[src/rtl/core/penalty_based_irq_allocator_assert.svh]
// Assertion macros shared by the allocator RTL.
`ifndef PENALTY_BASED_IRQ_ALLOCATOR_ASSERT_SVH
`define PENALTY_BASED_IRQ_ALLOCATOR_ASSERT_SVH

// Same-cycle implication, checked on every clk edge outside reset.
`define PBIA_ASSERT_IMP(lbl, ante, cons) \
	lbl: assert property (@(posedge clk) disable iff (!arst_n) (ante) |-> (cons)) \
		else $error("allocator assertion failed");

// Next-cycle implication.
`define PBIA_ASSERT_NXT(lbl, ante, cons) \
	lbl: assert property (@(posedge clk) disable iff (!arst_n) (ante) |=> (cons)) \
		else $error("allocator assertion failed");

`endif

[src/rtl/core/pbia_pkg.sv]
// Types, codes and reset penalties for the IRQ allocator.
package pbia_pkg;

	localparam int IRQ_W = 8;
	localparam int PEN_W = 32;

	localparam logic [PEN_W-1:0] PEN_PCI_USING   = 32'd4096;      // 16^3
	localparam logic [PEN_W-1:0] PEN_ISA_TYPICAL = 32'd65536;     // 16^4
	localparam logic [PEN_W-1:0] PEN_ISA_USED    = 32'd1048576;   // 16^5
	localparam logic [PEN_W-1:0] PEN_ISA_ALWAYS  = 32'd16777216;  // 16^6

	localparam logic [1:0] KIND_PLAIN = 2'd0;
	localparam logic [1:0] KIND_EXT   = 2'd1;

	typedef enum logic [1:0] {
		ST_OK       = 2'd0,
		ST_IRQ_ZERO = 2'd1,
		ST_BAD_KIND = 2'd2
	} status_t;

	typedef struct packed {
		logic [IRQ_W-1:0] possible_irq;
		logic [IRQ_W-1:0] current_irq;
		logic             last_entry;
		logic             link_initialized;
		logic [1:0]       resource_kind;
	} item_t;

	typedef struct packed {
		logic [IRQ_W-1:0] chosen_irq;
		status_t          status;
	} result_t;

	typedef struct packed {
		logic             en;
		logic [IRQ_W-1:0] irq;
		logic [PEN_W-1:0] data;
	} pen_wr_t;

	// Penalty of an entry that was never written since reset.
	function automatic logic [PEN_W-1:0] isa_default(input logic [IRQ_W-1:0] irq);
		logic [PEN_W-1:0] v;
		v = '0;
		if (irq <= 8'd2) begin
			v = PEN_ISA_ALWAYS;
		end else if (irq <= 8'd8) begin
			v = PEN_ISA_TYPICAL;
		end else if (irq >= 8'd12 && irq <= 8'd15) begin
			v = PEN_ISA_USED;
		end
		return v;
	endfunction

endpackage

[src/rtl/core/pbia_choose.sv]
// Per-request tracking of the least-penalty entry and the final IRQ choice.
module pbia_choose import pbia_pkg::*; #(
	parameter int PENALTY_ENTRIES = 256,
	parameter int MAX_POSSIBLE    = 16
) (
	input  logic             clk,
	input  logic             arst_n,
	input  logic             fire,
	input  item_t            item,
	input  logic [PEN_W-1:0] pen_item,
	input  logic [PEN_W-1:0] pen_cur,
	input  logic             balance_mode,
	output result_t          res,
	output pen_wr_t          wr
);

	localparam int CW = $clog2(MAX_POSSIBLE + 1);

	logic [IRQ_W-1:0] best_irq_q;
	logic [PEN_W-1:0] best_pen_q;
	logic             found_q;
	logic [CW-1:0]    cnt_q;

	logic             take;
	logic             best_upd;
	logic [IRQ_W-1:0] best_irq_n;
	logic [PEN_W-1:0] best_pen_n;
	logic             found_n;
	logic [CW-1:0]    cnt_n;
	logic [IRQ_W-1:0] active;
	logic             use_best;
	logic [IRQ_W-1:0] irq_sel;
	logic [PEN_W-1:0] pen_sel;
	logic [PEN_W:0]   pen_sum;
	logic             irq_in_range;

	always_comb begin
		take       = cnt_q < CW'(MAX_POSSIBLE);
		best_upd   = take && (cnt_q == '0 || pen_item <= best_pen_q);
		best_irq_n = best_upd ? item.possible_irq : best_irq_q;
		best_pen_n = best_upd ? pen_item : best_pen_q;
		found_n    = found_q | (take && item.possible_irq == item.current_irq);
		cnt_n      = cnt_q + CW'(take);
		active     = found_n ? item.current_irq : '0;

		// Ties keep the current IRQ; an empty request falls back to active (zero).
		if (cnt_n == '0) begin
			use_best = 1'b0;
		end else if (active == '0) begin
			use_best = 1'b1;
		end else begin
			use_best = balance_mode && (best_pen_n < pen_cur);
		end
		irq_sel      = use_best ? best_irq_n : active;
		pen_sel      = use_best ? best_pen_n : pen_cur;
		pen_sum      = {1'b0, pen_sel} + {1'b0, PEN_PCI_USING};
		irq_in_range = {1'b0, irq_sel} < (IRQ_W + 1)'(PENALTY_ENTRIES);

		res.chosen_irq = irq_sel;
		res.status     = ST_OK;
		wr.en          = 1'b0;
		wr.irq         = irq_sel;
		wr.data        = pen_sum[PEN_W] ? '1 : pen_sum[PEN_W-1:0];

		if (item.link_initialized) begin
			res.chosen_irq = item.current_irq;
			res.status     = (item.current_irq != '0) ? ST_OK : ST_IRQ_ZERO;
		end else if (irq_sel == '0) begin
			res.status = ST_IRQ_ZERO;
		end else if (item.resource_kind > KIND_EXT) begin
			res.status     = ST_BAD_KIND;
			res.chosen_irq = '0;
		end else begin
			wr.en = fire && item.last_entry && irq_in_range;
		end
	end

	always_ff @(posedge clk or negedge arst_n) begin
		if (!arst_n) begin
			best_irq_q <= '0;
			best_pen_q <= '1;
			found_q    <= 1'b0;
			cnt_q      <= '0;
		end else if (fire) begin
			if (item.last_entry) begin
				best_irq_q <= '0;
				best_pen_q <= '1;
				found_q    <= 1'b0;
				cnt_q      <= '0;
			end else begin
				best_irq_q <= best_irq_n;
				best_pen_q <= best_pen_n;
				found_q    <= found_n;
				cnt_q      <= cnt_n;
			end
		end
	end

endmodule

[config.mk]
export PLATFORM = sky130hd
export DESIGN_NAME = pbia_choose
export DESIGN_NICKNAME = d
export VERILOG_FILES = /design/src/rtl/core/penalty_based_irq_allocator_assert.svh /design/src/rtl/core/pbia_pkg.sv /design/src/rtl/core/pbia_choose.sv
export SDC_FILE = /design/constraint.sdc
export NUM_CORES = 1
export LEC_CHECK = 0
export BUFFER_PORTS_ARGS = -buffer_cell sky130_fd_sc_hd__buf_2
export CAP_MARGIN = 20
export CORE_MARGIN = 5
export CORE_UTILIZATION = 29
export CTS_CLUSTER_DIAMETER = 40
export DETAILED_ROUTE_END_ITERATION = 7
export PLACE_DENSITY = 0.48
export SKIP_LAST_GASP = 1
export SLEW_MARGIN = 20
export SYNTH_ARGS = -nofsm -noshare
export SYNTH_HDL_FRONTEND = slang
export SYNTH_SLANG_ARGS = --single-unit
[constraint.sdc]
create_clock -name clk -period 7.2 [get_ports clk]
set_clock_uncertainty 0.05 [all_clocks]
set_input_delay 0.36 -clock clk [delete_from_list [all_inputs] [get_ports clk]]
set_output_delay 0.36 -clock clk [all_outputs]
set_load 0.01 [all_outputs]
==> metrics.txt <==
Port Buffer Count=between 100 and 150; Worst Setup Start Kind=flip-flop; fin worst setup slack=0.277 ns; most instantiated cells after synthesis=nand2_1, inv_1, ha_1; DP HPWL=15700 µm; # clock sinks=46; worst slew pin tran=between 1 and 1.5 ns; Ports=139; mux cell area share after synthesis=0.0908; DP Area=approximately 7000 µm²; RePlAce Congestion=0.808; final net count=1084; synth warn=0; CTS Hold Buffers Added=0; Slew HR=0.284; Post-synth EDFFs=0; sw power=approximately 0.00057 W; Place WS=0.0477 ns; Synth Area in Simple Gates=0.205; die footprint=22900 µm²; global-route wire length before repair=30400 µm; grt ovf=0; Fmax=144 MHz; post-synthesis compound-gate area fraction=0.213; Crit Path Class=reg2out; Worst Path Arrival=6.51 ns; part of the power in registers=0.238; Final Power=0.00141 W; Final Max Tran Viols=0; Util after Layout=0.391; # setup viols final=0; ys async rst share=1.00; largest net degree at the start of global routing=47; Skew-Pair Late Insertion Delay=0.30 ns; height of the chip=151 µm; internal power=0.000841 W; CTS root buffer=clkbuf_16; syn avg cell area=7.89 µm²; commonest register cell after synthesis=dfstp_2; Total GRT Usage=0.170; Post-Layout Inst Area=between 7000 and 8000 µm²; fraction of layout cells with a size suffix above 1=0.336; sequential element share of the synthesized area=0.206; via count of the routed design=5881; Reg2Reg Setup Slack=3.98 ns; combinational power share=0.566; Yosys top cell by area=dfstp_2; CP Max Fanout=8; DR vias/cell=4.92; CP max stage delay=0.57 ns; CTS tree=built; ant diodes=0; Leak=3.68 nW; final hold viol count=0; sw frac=0.405; Detail Route Antenna Nets=0; clock share of power=0.197; Critical Path RT=approximately 6.8 ns; initial antenna violation count=1; CP max-delay cell=dfstp_2; peak supply drop=0.0917 mV; synthesized net count=888; Fill cells=2096; largest family of logic cells by synthesized area=compound AO/OA/AOI/OAI gates; H-tree level count=2; crit end category=output port; Post-Synth XOR/XNOR Area=0.0560; vias in the first global route=5673; Post-Synth Adder-Cell Area=0.143; Power Dens Cells=185 nW/µm²; top cells by area, synth=dfstp_2, ha_1, mux2i_1, dfrtp_1, nand2_1; min cycle time layout=6.92 ns; Initial Utilization=0.296; initial DRC count=234; die width=about 150 µm; WL final=19800 µm; Post-Syn Area=5790 µm²; most common cell in the netlist=nand2_1; FP Rows=51; # Max-Cap Violations=0; post-synthesis cell count=about 730; number of distinct library cells after synthesis=69; Post-route DRC=0; Core ar.=19500 µm²; FF+latch count, synth=46; fin crit share=0.962; synth-to-layout area growth=32.0%; Worst-path clk slew=0.07 ns; status=finished, final reports clean; Hold WC Path Type=in2async; average wire per standard cell=approximately 17 µm; DR pass1 iterations=4; post-synth top area share=0.145; clk buf depth=2; CTS buffer count=5; CP dominant cell by count=buf_4
[worst max-delay path: cells and delay by family, from the launching register on]
kind	cells	cell delay (ns)
AO/OA/AOI/OAI	8	1.17
AND/OR/NAND/NOR	9	1.95
adder cells (fa/ha/maj)	3	0.73
buffers and inverters	9	1.25
flip-flops	1	0.57
multiplexers	2	0.51
[metrics by stage]
step | setup TNS (ns) | std cells | hold slack (ns)
after floorplan | 0 | 734 | 0.0144
after global placement | 0 | 1179 | 0.452
after detailed placement | 0 | 1179 | 0.456
after CTS | 0 | 1190 | 0.146
after global routing | -0.0411 | 1196 | 0.173
final | 0 | 1196 | 0.130
[timing repair]
action	in CTS	in global routing
resized for setup	8	42
buffers inserted	2	5
endpoints found under the hold margin	0	0
cloned	1	1
endpoints found under the setup margin	32	32
pin swaps	5	17
[registers in the layout, summed over array words and instances, names as in the netlist]
| name | cells |
|---|---|
| found_q | 1 |
| cnt_q | 5 |
| best_irq_q | 8 |
| best_pen_q | 32 |
[path summary, 6_finish.rpt]
kind	start	endpoint	depth (start not counted)
max in group asynchronous	arst_n	best_irq_q[5]	2
min in group clk	pen_item[0]	best_pen_q[0]	3
worst max register to register	best_pen_q[3]	best_irq_q[3]	10
worst min-delay path	arst_n	cnt_q[0]	2
worst max-delay path	best_pen_q[23]	wr[24]	31
worst min register to register	best_pen_q[25]	best_pen_q[25]	2
[area by class of cell]
class / instances / area, µm² / area share
Clock buffer: 7 / 133 / 0.0174
Clock inverter: 1 / 30.0 / 0.00393
Inverter: 80 / 300 / 0.0393
Multi-Input combinational cell: 575 / 4300 / 0.563
Sequential cell: 46 / 1190 / 0.156
Timing Repair Buffer: 222 / 1360 / 0.177
Tap cell: 265 / 332 / 0.0434
[cell families after synthesis]
family                     after synthesis
and+or+nand+nor                        240
muxes                                   50
buffers and inverters                  114
adders and majority gates               66
DFF                                     46
AOI/OAI and AO/OA                      181
xor gates and xnor gates                37
[per-layer routing]
metal / up-vias / wire length (µm) / GRT usage
met4: 2 / 248 / 0.0340
met3: 11 / 919 / 0.0338
li1: 3048 / - / -
met1: 2717 / 9510 / 0.232
met2: 103 / 9170 / 0.278
met5: - / 7 / 0
[layout by cell type, fill, tap and decap left out, types with 7 or more instances in the layout]
| master | netlist | final |
|---|---|---|
| ha_1 | 66 | 63 |
| dfrtp_1 | 14 | 14 |
| nand2_1 | 81 | 81 |
| buf_2 | 6 | 137 |
| a22o_1 | 17 | 17 |
| dfstp_2 | 32 | 32 |
| buf_4 | 0 | 80 |
| o21ai_1 | 12 | 15 |
| mux2i_1 | 39 | 36 |
| mux2_2 | 8 | 7 |
| nor4_1 | 14 | 12 |
| xor2_1 | 16 | 16 |
| and3_1 | 8 | 8 |
| o21ai_0 | 35 | 30 |
| a21oi_1 | 47 | 42 |
| nor2_1 | 45 | 43 |
| nor3_1 | 14 | 13 |
| nand3_1 | 29 | 29 |
| inv_1 | 80 | 79 |
| xnor2_1 | 21 | 21 |
| o22a_1 | 21 | 21 |
| nand4_1 | 22 | 22 |
| o211ai_1 | 13 | 13 |
[power by group through the flow]
stage                     combinational (W)  clock (W)  sequential, W
after floorplan                    0.000472          0       0.000333
after global placement             0.000764          0       0.000339
after detailed placement           0.000766          0       0.000339
after CTS                          0.000777   0.000289       0.000335
after global routing               0.000894   0.000298       0.000341
final                              0.000799   0.000278       0.000336
No activity file was read; power rests on OpenSTA's default activity.
